## src/hdl/dltq_pkg.sv

```systemverilog
`default_nettype none
package dltq_pkg;
  localparam int unsigned NumTimers = 16;
  localparam int unsigned SlotW = $clog2(NumTimers);
  localparam int unsigned CntW = $clog2(NumTimers + 1);
  localparam int unsigned TimeW = 24;
  localparam int unsigned DueW = 25;

  typedef enum logic [1:0] {
    CMD_ADD    = 2'd0,
    CMD_REMOVE = 2'd1,
    CMD_TICK   = 2'd2,
    CMD_NONE   = 2'd3
  } cmd_e;

  typedef enum logic [1:0] {
    ST_DONE    = 2'd0,
    ST_EXPIRED = 2'd1,
    ST_ERROR   = 2'd2,
    ST_RSVD    = 2'd3
  } status_e;

  typedef enum logic [2:0] {
    FSM_IDLE,
    FSM_INSERT,
    FSM_REMOVE,
    FSM_EXPIRE,
    FSM_RELINK,
    FSM_EMIT
  } fsm_e;

  // One list entry as it travels along the chain.
  typedef struct packed {
    logic             vld;
    logic [SlotW-1:0] slot;
    logic [TimeW-1:0] delta;
    logic             periodic;
    logic [TimeW-1:0] period;
  } entry_t;

  // Per-cycle operation broadcast to every cell.
  typedef struct packed {
    logic             ins;
    logic             rem;
    logic             pop;
    logic [SlotW-1:0] slot;
    logic [TimeW-1:0] dur;
    logic             periodic;
    logic [TimeW-1:0] period;
    logic             sub_head;
    logic [TimeW-1:0] sub_val;
  } op_t;
endpackage
`default_nettype wire

```

## src/hdl/dltq_if.sv

```systemverilog
`default_nettype none
interface dltq_in_if;
  import dltq_pkg::*;
  logic             valid;
  logic             ready;
  logic [1:0]       cmd;
  logic [3:0]       slot;
  logic             periodic;
  logic [23:0]      duration;
  logic [23:0]      elapsed;
  modport source (output valid, cmd, slot, periodic, duration, elapsed, input ready);
  modport sink (input valid, cmd, slot, periodic, duration, elapsed, output ready);
endinterface

interface dltq_out_if;
  logic               valid;
  logic               ready;
  logic [1:0]         status;
  logic [3:0]         expired_slot;
  logic signed [24:0] first_due;
  logic               last;
  modport source (output valid, status, expired_slot, first_due, last, input ready);
  modport sink (input valid, status, expired_slot, first_due, last, output ready);
endinterface
`default_nettype wire

```

## src/hdl/dltq_cell.sv

```systemverilog
`default_nettype none
// One list position. The list is kept packed from position 0 (head) with
// absolute due times. Each cell decides from its own entry and its
// left neighbor's entry whether to keep, shift right (insert) or take the
// right neighbor (removal).
module dltq_cell
  import dltq_pkg::*;
(
  input  wire logic   clk_i,
  input  wire logic   rst_ni,
  input  wire op_t    op_i,
  input  wire entry_t left_i,
  input  wire logic   left_before_i,
  input  wire entry_t right_i,
  input  wire logic   is_head_i,
  output entry_t      entry_o,
  output logic        before_o,
  output logic        gone_o
);
  entry_t ent_q, ent_d;
  entry_t new_e;

  // Entries with due time at or below the new one stay ahead of it.
  assign before_o = ent_q.vld && (ent_q.delta <= op_i.dur);
  // This entry or one ahead of it is leaving the list.
  assign gone_o = (ent_q.vld && ent_q.slot == op_i.slot) || left_before_i;
  assign entry_o = ent_q;

  always_comb begin
    new_e.vld      = 1'b1;
    new_e.slot     = op_i.slot;
    new_e.delta    = op_i.dur;
    new_e.periodic = op_i.periodic;
    new_e.period   = op_i.period;
    ent_d = ent_q;
    if (op_i.ins) begin
      if (!before_o) begin
        ent_d = (is_head_i || left_before_i) ? new_e : left_i;
      end
    end else if (op_i.rem) begin
      if (gone_o) ent_d = right_i;
    end else if (op_i.pop) begin
      ent_d = right_i;
    end else if (op_i.sub_head && ent_q.vld) begin
      ent_d.delta = ent_q.delta - op_i.sub_val;
    end
  end

  always_ff @(posedge clk_i or negedge rst_ni) begin
    if (!rst_ni) begin
      ent_q <= '0;
    end else begin
      ent_q <= ent_d;
    end
  end
endmodule
`default_nettype wire

```

## src/hdl/delta_list_timer_queue_unit.sv

```systemverilog
`default_nettype none
// Timer queue as a chain of NumTimers list cells holding absolute due times.
// An add or remove passes its insert or remove state, then the emit state; an
// error goes straight to emit. A tick pops each expired head entry, ages the
// rest, re-adds the periodic ones, then gives one result per cycle while taken.
// One request is in work at a time; the next is taken once the last result leaves.
// Reset empties the list and marks all slots idle.
module delta_list_timer_queue_unit
  import dltq_pkg::*;
(
  input  wire logic clk_i,
  input  wire logic rst_ni,
  dltq_in_if.sink   in_i,
  dltq_out_if.source out_o
);
  fsm_e state_q, state_d;
  op_t  op;
  entry_t             ent   [NumTimers];
  logic [NumTimers-1:0] bef, gone;
  entry_t             nil_e;

  logic [NumTimers-1:0] active_q, active_d;
  logic [TimeW-1:0]     rem_q, rem_d;
  logic [SlotW-1:0]     done_q [NumTimers];
  logic [NumTimers-1:0] done_per_q;
  logic [TimeW-1:0]     done_prd_q [NumTimers];
  logic [CntW-1:0]      n_q, n_d, i_q, i_d;
  logic [SlotW-1:0]     slot_q;
  logic                 per_q;
  logic [TimeW-1:0]     dur_q;
  logic [1:0]           st_q, st_d;
  logic                 ov_q, ov_d;
  logic                 o_last_q, o_last_d;
  logic [1:0]           o_st_q, o_st_d;
  logic [SlotW-1:0]     o_slot_q, o_slot_d;
  logic                 push, tgt_act;
  logic [SlotW-1:0]     cur_slot;

  assign nil_e = '0;
  assign tgt_act = active_q[in_i.slot];
  assign in_i.ready = (state_q == FSM_IDLE) && !ov_q;
  assign cur_slot = done_q[i_q[SlotW-1:0]];

  // Chain of list cells.
  for (genvar g = 0; g < NumTimers; g++) begin : g_cell
    dltq_cell u_cell (
      .clk_i, .rst_ni, .op_i(op),
      .left_i       (g == 0 ? nil_e : ent[(g == 0) ? 0 : g-1]),
      .left_before_i(g == 0 ? 1'b0 : (op.rem ? gone[(g == 0) ? 0 : g-1]
                                             : bef[(g == 0) ? 0 : g-1])),
      .right_i      (g == NumTimers-1 ? nil_e : ent[(g == NumTimers-1) ? g : g+1]),
      .is_head_i    (g == 0),
      .entry_o      (ent[g]),
      .before_o     (bef[g]),
      .gone_o       (gone[g])
    );
  end

  // Control sequencer: next state and chain operations.
  always_comb begin
    state_d = state_q; op = '0; active_d = active_q; rem_d = rem_q;
    n_d = n_q; i_d = i_q; st_d = st_q; push = 1'b0;
    o_st_d = o_st_q; o_slot_d = o_slot_q; o_last_d = o_last_q;
    op.slot = slot_q; op.dur = dur_q; op.periodic = per_q; op.period = dur_q;
    unique case (state_q)
      FSM_IDLE: begin
        if (in_i.valid && in_i.ready) begin
          n_d = '0; i_d = '0; rem_d = in_i.elapsed;
          unique case (cmd_e'(in_i.cmd))
            CMD_ADD:    if (tgt_act) begin st_d = ST_ERROR; state_d = FSM_EMIT; end
                        else begin st_d = ST_DONE; state_d = FSM_INSERT;
                          active_d[in_i.slot] = 1'b1; end
            CMD_REMOVE: if (!tgt_act) begin st_d = ST_ERROR; state_d = FSM_EMIT; end
                        else begin st_d = ST_DONE; state_d = FSM_REMOVE;
                          active_d[in_i.slot] = 1'b0; end
            CMD_TICK:   begin st_d = ST_DONE; state_d = FSM_EXPIRE; end
            default:    begin st_d = ST_ERROR; state_d = FSM_EMIT; end
          endcase
        end
      end
      FSM_INSERT: begin op.ins = 1'b1; state_d = FSM_EMIT; end
      FSM_REMOVE: begin op.rem = 1'b1; state_d = FSM_EMIT; end
      FSM_EXPIRE: begin
        // Pop head entries due within the elapsed time, then age the rest.
        if (ent[0].vld && ent[0].delta <= rem_q) begin
          op.pop = 1'b1; n_d = n_q + 1'b1;
        end else begin
          op.sub_head = 1'b1; op.sub_val = rem_q; state_d = FSM_RELINK;
        end
      end
      FSM_RELINK: begin
        if (i_q == n_q) begin
          i_d = '0; state_d = FSM_EMIT;
        end else begin
          i_d = i_q + 1'b1;
          op.slot = cur_slot; op.dur = done_prd_q[i_q[SlotW-1:0]];
          op.period = op.dur; op.periodic = done_per_q[i_q[SlotW-1:0]];
          if (op.periodic) op.ins = 1'b1;
          else active_d[cur_slot] = 1'b0;
        end
      end
      FSM_EMIT: begin
        if (!ov_q || out_o.ready) begin
          push = 1'b1;
          if (n_q == '0) begin
            o_st_d = st_q; o_slot_d = '0; o_last_d = 1'b1; state_d = FSM_IDLE;
          end else begin
            o_st_d = ST_EXPIRED; o_slot_d = cur_slot;
            o_last_d = (i_q + 1'b1 == n_q); i_d = i_q + 1'b1;
            if (i_q + 1'b1 == n_q) state_d = FSM_IDLE;
          end
        end
      end
      default: state_d = FSM_IDLE;
    endcase
    ov_d = push | (ov_q & !out_o.ready);
  end

  // Relative stages of the chain operations use absolute values: relink
  // durations are compared against entries already aged by the tick.
  always_ff @(posedge clk_i or negedge rst_ni) begin
    if (!rst_ni) begin
      state_q <= FSM_IDLE; active_q <= '0; ov_q <= 1'b0;
      n_q <= '0; i_q <= '0;
    end else begin
      state_q <= state_d; active_q <= active_d; ov_q <= ov_d;
      n_q <= n_d; i_q <= i_d;
    end
  end

  always_ff @(posedge clk_i) begin
    rem_q <= rem_d; st_q <= st_d;
    if (push) begin
      o_st_q <= o_st_d; o_slot_q <= o_slot_d; o_last_q <= o_last_d;
    end
    if (state_q == FSM_IDLE) begin
      slot_q <= in_i.slot; per_q <= in_i.periodic; dur_q <= in_i.duration;
    end
    if (op.pop) begin
      done_q[n_q[SlotW-1:0]]     <= ent[0].slot;
      done_per_q[n_q[SlotW-1:0]] <= ent[0].periodic;
      done_prd_q[n_q[SlotW-1:0]] <= ent[0].period;
    end
  end

  // The head delay is read from the chain when the result is taken.
  assign out_o.valid        = ov_q;
  assign out_o.status       = o_st_q;
  assign out_o.expired_slot = o_slot_q;
  assign out_o.last         = o_last_q;
  assign out_o.first_due    = ent[0].vld ? $signed({1'b0, ent[0].delta}) : -25'sd1;

  a_ready_idle: assert property (@(posedge clk_i) disable iff (!rst_ni)
    in_i.ready |-> state_q == FSM_IDLE) else $error("ready outside idle");
  a_hold: assert property (@(posedge clk_i) disable iff (!rst_ni)
    ov_q && !out_o.ready |=> ov_q) else $error("result dropped");
  a_cnt: assert property (@(posedge clk_i) disable iff (!rst_ni)
    n_q <= CntW'(NumTimers)) else $error("expiry count overflow");
endmodule
`default_nettype wire
```

## src/flat_wrapper.sv

```systemverilog
// flat-port wrapper written by rule: the top's interface ports become plain ports
module delta_list_timer_queue_unit_flat import dltq_pkg::*;
  (clk_i, rst_ni, in_i_valid, in_i_cmd, in_i_slot, in_i_periodic, in_i_duration, in_i_elapsed, in_i_ready, out_o_valid, out_o_status, out_o_expired_slot, out_o_first_due, out_o_last, out_o_ready);
  dltq_in_if in_i_i ();
  dltq_out_if out_o_i ();
  input  wire logic clk_i;
  input  wire logic rst_ni;
  input wire logic [$bits(in_i_i.valid)-1:0] in_i_valid;
  input wire logic [$bits(in_i_i.cmd)-1:0] in_i_cmd;
  input wire logic [$bits(in_i_i.slot)-1:0] in_i_slot;
  input wire logic [$bits(in_i_i.periodic)-1:0] in_i_periodic;
  input wire logic [$bits(in_i_i.duration)-1:0] in_i_duration;
  input wire logic [$bits(in_i_i.elapsed)-1:0] in_i_elapsed;
  output wire logic [$bits(in_i_i.ready)-1:0] in_i_ready;
  output wire logic [$bits(out_o_i.valid)-1:0] out_o_valid;
  output wire logic [$bits(out_o_i.status)-1:0] out_o_status;
  output wire logic [$bits(out_o_i.expired_slot)-1:0] out_o_expired_slot;
  output wire logic [$bits(out_o_i.first_due)-1:0] out_o_first_due;
  output wire logic [$bits(out_o_i.last)-1:0] out_o_last;
  input wire logic [$bits(out_o_i.ready)-1:0] out_o_ready;
  assign in_i_i.valid = in_i_valid;
  assign in_i_i.cmd = in_i_cmd;
  assign in_i_i.slot = in_i_slot;
  assign in_i_i.periodic = in_i_periodic;
  assign in_i_i.duration = in_i_duration;
  assign in_i_i.elapsed = in_i_elapsed;
  assign in_i_ready = in_i_i.ready;
  assign out_o_valid = out_o_i.valid;
  assign out_o_status = out_o_i.status;
  assign out_o_expired_slot = out_o_i.expired_slot;
  assign out_o_first_due = out_o_i.first_due;
  assign out_o_last = out_o_i.last;
  assign out_o_i.ready = out_o_ready;
  delta_list_timer_queue_unit u_core (.clk_i(clk_i), .rst_ni(rst_ni), .in_i(in_i_i), .out_o(out_o_i));
endmodule
```

## config.mk

```make
export PLATFORM = sky130hd
export DESIGN_NAME = delta_list_timer_queue_unit_flat
export DESIGN_NICKNAME = d
export VERILOG_FILES = /design/src/hdl/dltq_pkg.sv /design/src/hdl/dltq_if.sv /design/src/hdl/dltq_cell.sv /design/src/hdl/delta_list_timer_queue_unit.sv /design/src/flat_wrapper.sv
export SDC_FILE = /design/constraint.sdc
export NUM_CORES = 2
export LEC_CHECK = 0
export BUFFER_PORTS_ARGS = -buffer_cell sky130_fd_sc_hd__buf_4
export CAP_MARGIN = 20
export CORE_ASPECT_RATIO = 0.6
export CORE_UTILIZATION = 59
export CTS_CLUSTER_SIZE = 28
export DETAILED_ROUTE_END_ITERATION = 8
export PLACE_DENSITY = 0.78
export SLEW_MARGIN = 10
export SYNTH_ARGS = -nofsm -noshare
export SYNTH_HDL_FRONTEND = slang
export SYNTH_SLANG_ARGS = --single-unit
export TNS_END_PERCENT = 1
```

## constraint.sdc

```tcl
create_clock -name clk_i -period 7.2 [get_ports clk_i]
set_input_delay 0.36 -clock clk_i [delete_from_list [all_inputs] [get_ports clk_i]]
set_output_delay 0.36 -clock clk_i [all_outputs]
set_load 0.005 [all_outputs]
```

# After elaboration in Yosys (flattened, before gate mapping)
# Memory sizes are Yosys's and may differ from the RTL's.
# Cells that the tools add are included.
# word_totals
reg_bits	972
ramBits	448
in_bits	59
out_inout_bits	34
elab_cells	559
n_memories	2
# op_classes
addsub	18
n_lt_le_gt_ge	24
n_eq_ne	69
mux	211
n_bitwise	7
n_reduce_logical	134
# memory_table
memory	depth	word_bits	read_ports	rd_clocked_by_memory_dff	write_ports	line	source
u_core.done_prd_q	16	24	1	0	1	delta_list_timer_queue_unit.sv:26	logic [TimeW-1:0] done_prd_q [NumTimers];
u_core.done_q	16	4	1	0	1	delta_list_timer_queue_unit.sv:24	logic [SlotW-1:0] done_q [NumTimers];
# ops
cell	count
2-to-1 mux 54 bit	79
2-to-1 mux 24 bit	32
2-to-1 mux 25 bit	19
less-or-equal comparator 24 bit	17
subtractor 24 bit	16
2-to-1 mux 53 bit	2
2-to-1 mux 5 bit	21
AND reduction 3 bit	34
2-to-1 mux 16 bit	5
== test 4 bit	16
one-hot mux 16 bit (2 select lines)	2
nonzero test 4 bit	16
logical AND 1 bit	54
!= test 3 bit, second input constant	18
!= test 2 bit, second input constant	20
bitwise AND 16 bit	2
inverter 16 bit	2
2-to-1 mux 1 bit	29
2-to-1 mux 3 bit	8
< comparator 4 x 5 -> 1 bit, second input constant	4
bitwise mux 16 bit	1
logical OR 1 bit	16
bitwise OR 16 bit	1
one-hot mux 3 bit (5 select lines)	1
other kinds (32)	48

# Logic depth before layout (Yosys ltp)
# depth
depth_word	39
depth_mapped	29
depth_no_buf	24

# Modules after synthesis
# A second synthesis with hierarchy kept.
# hier_totals
hier_cells	12682
hier_area_um2	109276.1
# modules_own_cells
mod	n_inst	cells_per_inst	area_per_inst_um2	seq_area_each_um2
dltq_cell at u_core.g_cell[10].u_cell ...	6	724	5457.7	1351.3
dltq_cell at u_core.g_cell[1].u_cell ...	5	675	5387.7	1351.3
delta_list_timer_queue_unit	1	1375	23322.4	16515.8
dltq_cell at u_core.g_cell[3].u_cell ...	4	733	5313.8	1351.3
dltq_cell at u_core.g_cell[0].u_cell	1	656	5013.6	1351.3

# Worst setup path before layout
# Ideal clock, no wire load.
# synth_timing
kind	reg2reg
start	register u_core.i_q[0]
end	register u_core.g_cell[4].u_cell.ent_q, in the netlist u_core.g_cell[4].u_cell.entry_o[51]
setup_time_ps	125
arrival_time_ps	6585
required_time_ps	7075
slack_ps	490
path_stages_with_launch	26
path_buffers	8
synth_period_minus_slack_ps	6710
path_cell_list	dfrtp_1 > buf_6 > buf_8 > buf_12 > clkbuf_1 > buf_1 > mux4_2 > mux4_2 > nand2_1 > nand2_1 > inv_1 > buf_1 > ha_1 > nor2b_1 > o21a_1 > o21a_1 > o21ai_0 > a21oi_1 > a2111oi_0 > o21ai_0 > o21ai_0 > buf_1 > buf_1 > mux2i_1 > o21ai_0 > mux2_2
# synth_via
elab_chain_cells	15
word_cells_on_any_way	45
cone_classes	5 x order compare; 8 x eq/ne; 14 x mux; 16 x reduce/logical; 2 x memory
# synth_lines
element	line	source
from (decl)	delta_list_timer_queue_unit.sv:27	logic [CntW-1:0] n_q, n_d, i_q, i_d;
from (signal assigned)	delta_list_timer_queue_unit.sv:127	n_q <= n_d; i_q <= i_d;
memory read (16 x 24 bit) (tied with other cells)	-	
2-to-1 mux 53 bit	delta_list_timer_queue_unit.sv:92	if (i_q == n_q) begin
2-to-1 mux 53 bit	delta_list_timer_queue_unit.sv:65	unique case (state_q)
less-or-equal comparator 24 bit or == test 4 bit (tied branches)	dltq_cell.sv:24, dltq_cell.sv:26	
logical AND 1 bit (on tied branches)	dltq_cell.sv:24, dltq_cell.sv:26	
2-to-1 mux 1 bit	delta_list_timer_queue_unit.sv:49	.left_before_i(g == 0 ? 1'b0 : (op.rem ? gone[(g == 0) ? 0 : g-1]
logical OR 1 bit	dltq_cell.sv:26	assign gone_o = (ent_q.vld && ent_q.slot == op_i.slot) || left_before_i;
2-to-1 mux 1 bit	delta_list_timer_queue_unit.sv:49	
logical OR 1 bit	dltq_cell.sv:26	
2-to-1 mux 1 bit	delta_list_timer_queue_unit.sv:49	
logical OR 1 bit	dltq_cell.sv:26	
2-to-1 mux 1 bit	delta_list_timer_queue_unit.sv:49	
logical OR 1 bit or 2-to-1 mux 54 bit (tied branches)	dltq_cell.sv:26, dltq_cell.sv:38	
!= test 3 bit (no line) or 2-to-1 mux 54 bit (tied branches)	-	
AND reduction 3 bit (no line) or 2-to-1 mux 54 bit (tied branches)	-	
to (signal assigned)	dltq_cell.sv:53	ent_q <= ent_d;
to (decl)	dltq_cell.sv:20	entry_t ent_q, ent_d;
# Several ways; a longest one is shown, not always the timed one. The select of a mux whose other input is x is not followed.
# A chain may end at the register's enable or synchronous reset.

# Worst setup path after layout
# layout_timing
start	register u_core.i_q[1]
end	register u_core.g_cell[9].u_cell.ent_q, in the netlist u_core.g_cell[9].u_cell.entry_o[34]
# layout_via
elab_chain_cells	25
word_cells_on_any_way	75
cone_classes	10 x order compare; 13 x eq/ne; 19 x mux; 31 x reduce/logical; 2 x memory
# layout_lines
element	line
memory read (16 x 24 bit) (tied with other cells)	-
2-to-1 mux 53 bit	delta_list_timer_queue_unit.sv:92
2-to-1 mux 53 bit	delta_list_timer_queue_unit.sv:65
less-or-equal comparator 24 bit or == test 4 bit (tied branches)	dltq_cell.sv:24, dltq_cell.sv:26
logical AND 1 bit (on tied branches)	dltq_cell.sv:24, dltq_cell.sv:26
2-to-1 mux 1 bit	delta_list_timer_queue_unit.sv:49
logical OR 1 bit	dltq_cell.sv:26
2-to-1 mux 1 bit	delta_list_timer_queue_unit.sv:49
(+9 left out)	-
2-to-1 mux 1 bit	delta_list_timer_queue_unit.sv:49
logical OR 1 bit	dltq_cell.sv:26
2-to-1 mux 1 bit	delta_list_timer_queue_unit.sv:49
logical OR 1 bit	dltq_cell.sv:26
2-to-1 mux 1 bit	delta_list_timer_queue_unit.sv:49
logical OR 1 bit or 2-to-1 mux 54 bit (tied branches)	dltq_cell.sv:26, dltq_cell.sv:38
!= test 3 bit (no line) or 2-to-1 mux 54 bit (tied branches)	-
AND reduction 3 bit (no line) or 2-to-1 mux 54 bit (tied branches)	-
to (signal assigned)	dltq_cell.sv:53
to (decl)	dltq_cell.sv:20
# Several ways; a longest one is shown, not always the timed one. The select of a mux whose other input is x is not followed.

==> results by group <==
Finish
  • Most frequent cells in the layout: nand2_1, nor2_1, dfrtp_1, o21ai_0, a21oi_1
  • Commonest non-fill, non-tap cell in the layout: nand2_1
  • P&R area growth vs syn: 10.06%
  • Nets: 11.53k
  • Share of cells above drive strength 1: 10.68%

Routing
  • Initial DRC Count: 15.32k
  • Wire per inst: 31.28 um
  • Number of detailed-route iterations in the first pass: 9
  • Vias: 93.02k
  • Final WL: 407.7 mm
  • DRC: 0
  • Final antenna-violating net count: 0
  • Drt via density: 7.139

Logic synthesis
  • Seq/Total Area, Yosys: 38.40%
  • Ranking of synthesized cells by area: dfrtp_1, edfxtp_1, ha_1
  • Asr flop ratio synth: 63.00%
  • Syn Inst Count: 10.69k
  • Top_reg_cell synth: dfrtp_1
  • Post-synth EDFFs: 525
  • Syn_area_per_cell: 9.290 sq um
  • Synth Cell Area: 0.09931 sq mm
  • #FFs+latches synth: 1419
  • Yosys top cell by area: dfrtp_1
  • Syn. warnings: 0
  • Distinct cell type count after synthesis: 107
  • Synth Net Count: 11.55k
  • Share of the synthesized area in the top cell type: 22.53%

Clock network
  • Clock buffer depth: 4
  • Htree depth: 4
  • Total CTS buffers: 149
  • CTS tree: yes
  • Post-CTS Setup Bufs: 0
  • Clk sinks: 1419
  • CTS root buf: clkbuf_16
  • Reg clk slew, reported paths: 0.07 ns
  • Skew-Pair Late Insertion Delay: 0.86 ns

Floorplan
  • Die H: 319.8 um
  • # rows: 116
  • Core Area: 0.1669 sq mm
  • Die area: 0.1700 sq mm
  • Die X-Extent: 531.7 um
  • Io pins: 93
  • Initial Util: 59.50%

Worst setup path
  • Reg2reg start: u_core.i_q[1]
  • Crit path DAT: 7.82 ns
  • R2R setup slack: 0.06 ns
  • Req. time, crit path: 7.88 ns
  • Buf/Inv on CP: 4
  • Slowest cell on crit path: a2111oi_1
  • Critical path fanouts, max: 54
  • Worst path max stage delay: 0.72 ns
  • CP Launch Type: register
  • Critical Path Sink Type: register
  • Critical-path cell list: xor2_1 > or4_1 > o21ai_4 > buf_4 > nand2_1 > nand2_1 > clkinvlp_4 > ha_1 > a21o_1 > a21o_1 > a21o_1 > a21oi_1 > o22ai_1 > a2111oi_1 > buf_4 > o21ai_0 > a32oi_4 > buf_12 > mux2i_1 > o21ai_0 > mux2_2
  • Family with the most delay on the worst path: compound AO/OA/AOI/OAI gates
  • WS Path Type: reg -> reg
  • Reg2reg path depth: 21
  • Most frequent CP cell: a21o_1
  • R2r endpoint: u_core.g_cell[9].u_cell.entry_o[34]

Min path
  • Hold_sp: in_i_cmd[1]
  • Hold Path Sink: u_core.st_q[1]
  • HP Class: in -> reg
  • Worst Hold Depth: 4

STA
  • Hold WS: 0.05083 ns
  • Max_slew headroom: 20.64%
  • Setup violators final: 0
  • Fin. max-slew vios: 0
  • Final min period: 7.140 ns
  • Clock Skew: 0.08666 ns
  • Fmax: 0.1401 GHz
  • Worst Slack Setup Final: 0.06041 ns
  • Final worst-path cycle share: 99.16%
  • Final Hold Fails: 0
  • Worst slew pin tran: 1.190 ns
  • RSZ-0062 raised after global routing: no
  • Fin Setup TNS: 0 ns

Placement
  • Post-DP HPWL: 284.2 mm
  • Worst slack, placed: 0.2391 ns
  • IO buf count: 92
  • Routability cong.: 1.044

Global routing
  • GRT Overall Usage: 46.65%
  • Initial antenna violation count: 23
  • Global-route wire length before repair: 587.3 mm
  • Largest net degree at the start of global routing: 202
  • Vias in the first global route: 86.02k
  • Grt total ovfl: 0

Status
  • Status: finished, final reports clean

Flow run
  • Max-cap viol count: 0
-- kinds of logic after synthesis --
logic type,synth area share (%)
AO/OA/AOI/OAI,21.01
AND/OR/NAND/NOR,14.24
flip-flops,38.40
buffers and inverters,3.635
adder cells (fa/ha/maj),10.16
multiplexers,9.131
XOR/XNOR,3.413
-- layer usage --
| layer | share of wire [%] | GRT usage [%] | vias up |
|---|---|---|---|
| met4 | 5.6 | 22.36 | 36 |
| met5 | 0.20 | 1.932 | - |
| met2 | 38 | 60.75 | 7397 |
| met3 | 17 | 20.07 | 1283 |
| met1 | 39 | 65.37 | 44840 |
| li1 | - | - | 39470 |
-- worst reg2reg max path: stages, from the launching register on --
cell and delay, ns:
dfrtp_4 0.50, xor2_1 0.15, or4_1 0.60, o21ai_4 0.57
buf_4 0.28, nand2_1 0.07, nand2_1 0.29, clkinvlp_4 0.49
ha_1 0.46, a21o_1 0.19, a21o_1 0.17, a21o_1 0.16
a21oi_1 0.16, o22ai_1 0.11, a2111oi_1 0.72, buf_4 0.28
o21ai_0 0.25, a32oi_4 0.29, buf_12 0.34, mux2i_1 0.45
o21ai_0 0.16, mux2_2 0.31
-- layout make-up --
cell class | instances | area, sq um
Timing Repair Buffer | 529 | 4945
Fill cell | 13150 | 57600
Inverter | 202 | 762.0
Sequential cell | 1419 | 38150
Antenna cell | 10 | 25.02
Clock buffer | 204 | 4130
Multi-Input combinational cell | 8372 | 57940
Clock inverter | 53 | 550.5
Tap cell | 2242 | 2805
-- cells in the mapped netlist, types with 135 or more instances --
library cell	count
nand2_1	1237
a31oi_1	161
o211ai_1	233
a21o_1	265
a211oi_1	239
nand2b_1	141
nor2_1	945
ha_1	781
inv_1	197
clkbuf_1	501
a21oi_1	854
xor2_1	193
edfxtp_1	525
dfrtp_1	894
mux2_2	192
nor3_1	211
o21ai_0	876
xnor2_1	194
mux2i_1	372
nand3_1	135
-- flip-flops by register name (all words and copies together) (netlist names), named ones only --
register                      count
u_core.done_prd_q               384
u_core.out_o.last                 1
u_core.out_o.valid                1
u_core.n_q                        5
u_core.out_o.expired_slot         4
u_core.out_o.status               2
u_core.g_cell.u_cell.entry_o    864
u_core.state_q                    3
u_core.i_q                        5
u_core.st_q                       1
u_core.per_q                      1
u_core.done_q                    64
u_core.done_per_q                16
u_core.rem_q                     24
u_core.slot_q                     4
u_core.dur_q                     24
-- per-stage QoR --
| stage | utilization, % | instance area (sq um) | std cells |
|---|---|---|---|
| floorplan | - | 99310 | 10690 |
| global placement | 62.25 | 103900 | 12700 |
| detailed placement | 62.26 | 103900 | 12700 |
| CTS | 65.41 | 109200 | 13020 |
| global route | 65.48 | 109300 | 13020 |
| finish | 65.49 | 109300 | 13030 |
-- how the worst max path moves through the flow --
stage | cells after the start | slack, ns | to | start
floorplan | 25 | 0.49 | u_core.g_cell[4].u_cell.entry_o[51] | u_core.i_q[0]
global placement | 21 | 0.30 | u_core.g_cell[9].u_cell.entry_o[46] | u_core.i_q[0]
detailed placement | 21 | 0.24 | u_core.g_cell[9].u_cell.entry_o[46] | u_core.i_q[0]
CTS | 21 | 0.12 | u_core.g_cell[9].u_cell.entry_o[46] | u_core.i_q[0]
global route | 21 | 0.05 | u_core.g_cell[9].u_cell.entry_o[34] | u_core.n_q[1]
finish | 21 | 0.06 | u_core.g_cell[9].u_cell.entry_o[34] | u_core.i_q[1]
-- repair_timing --
item / CTS / global route
hold buffers: 57 / 0
endpoints found under the hold margin: 139 / 0
setup endpoints to repair: 0 / 30
gates resized for setup: 0 / 2
Power is not shown: default switching activity piles up to over one toggle a cycle in this logic, so the estimate is an artifact.
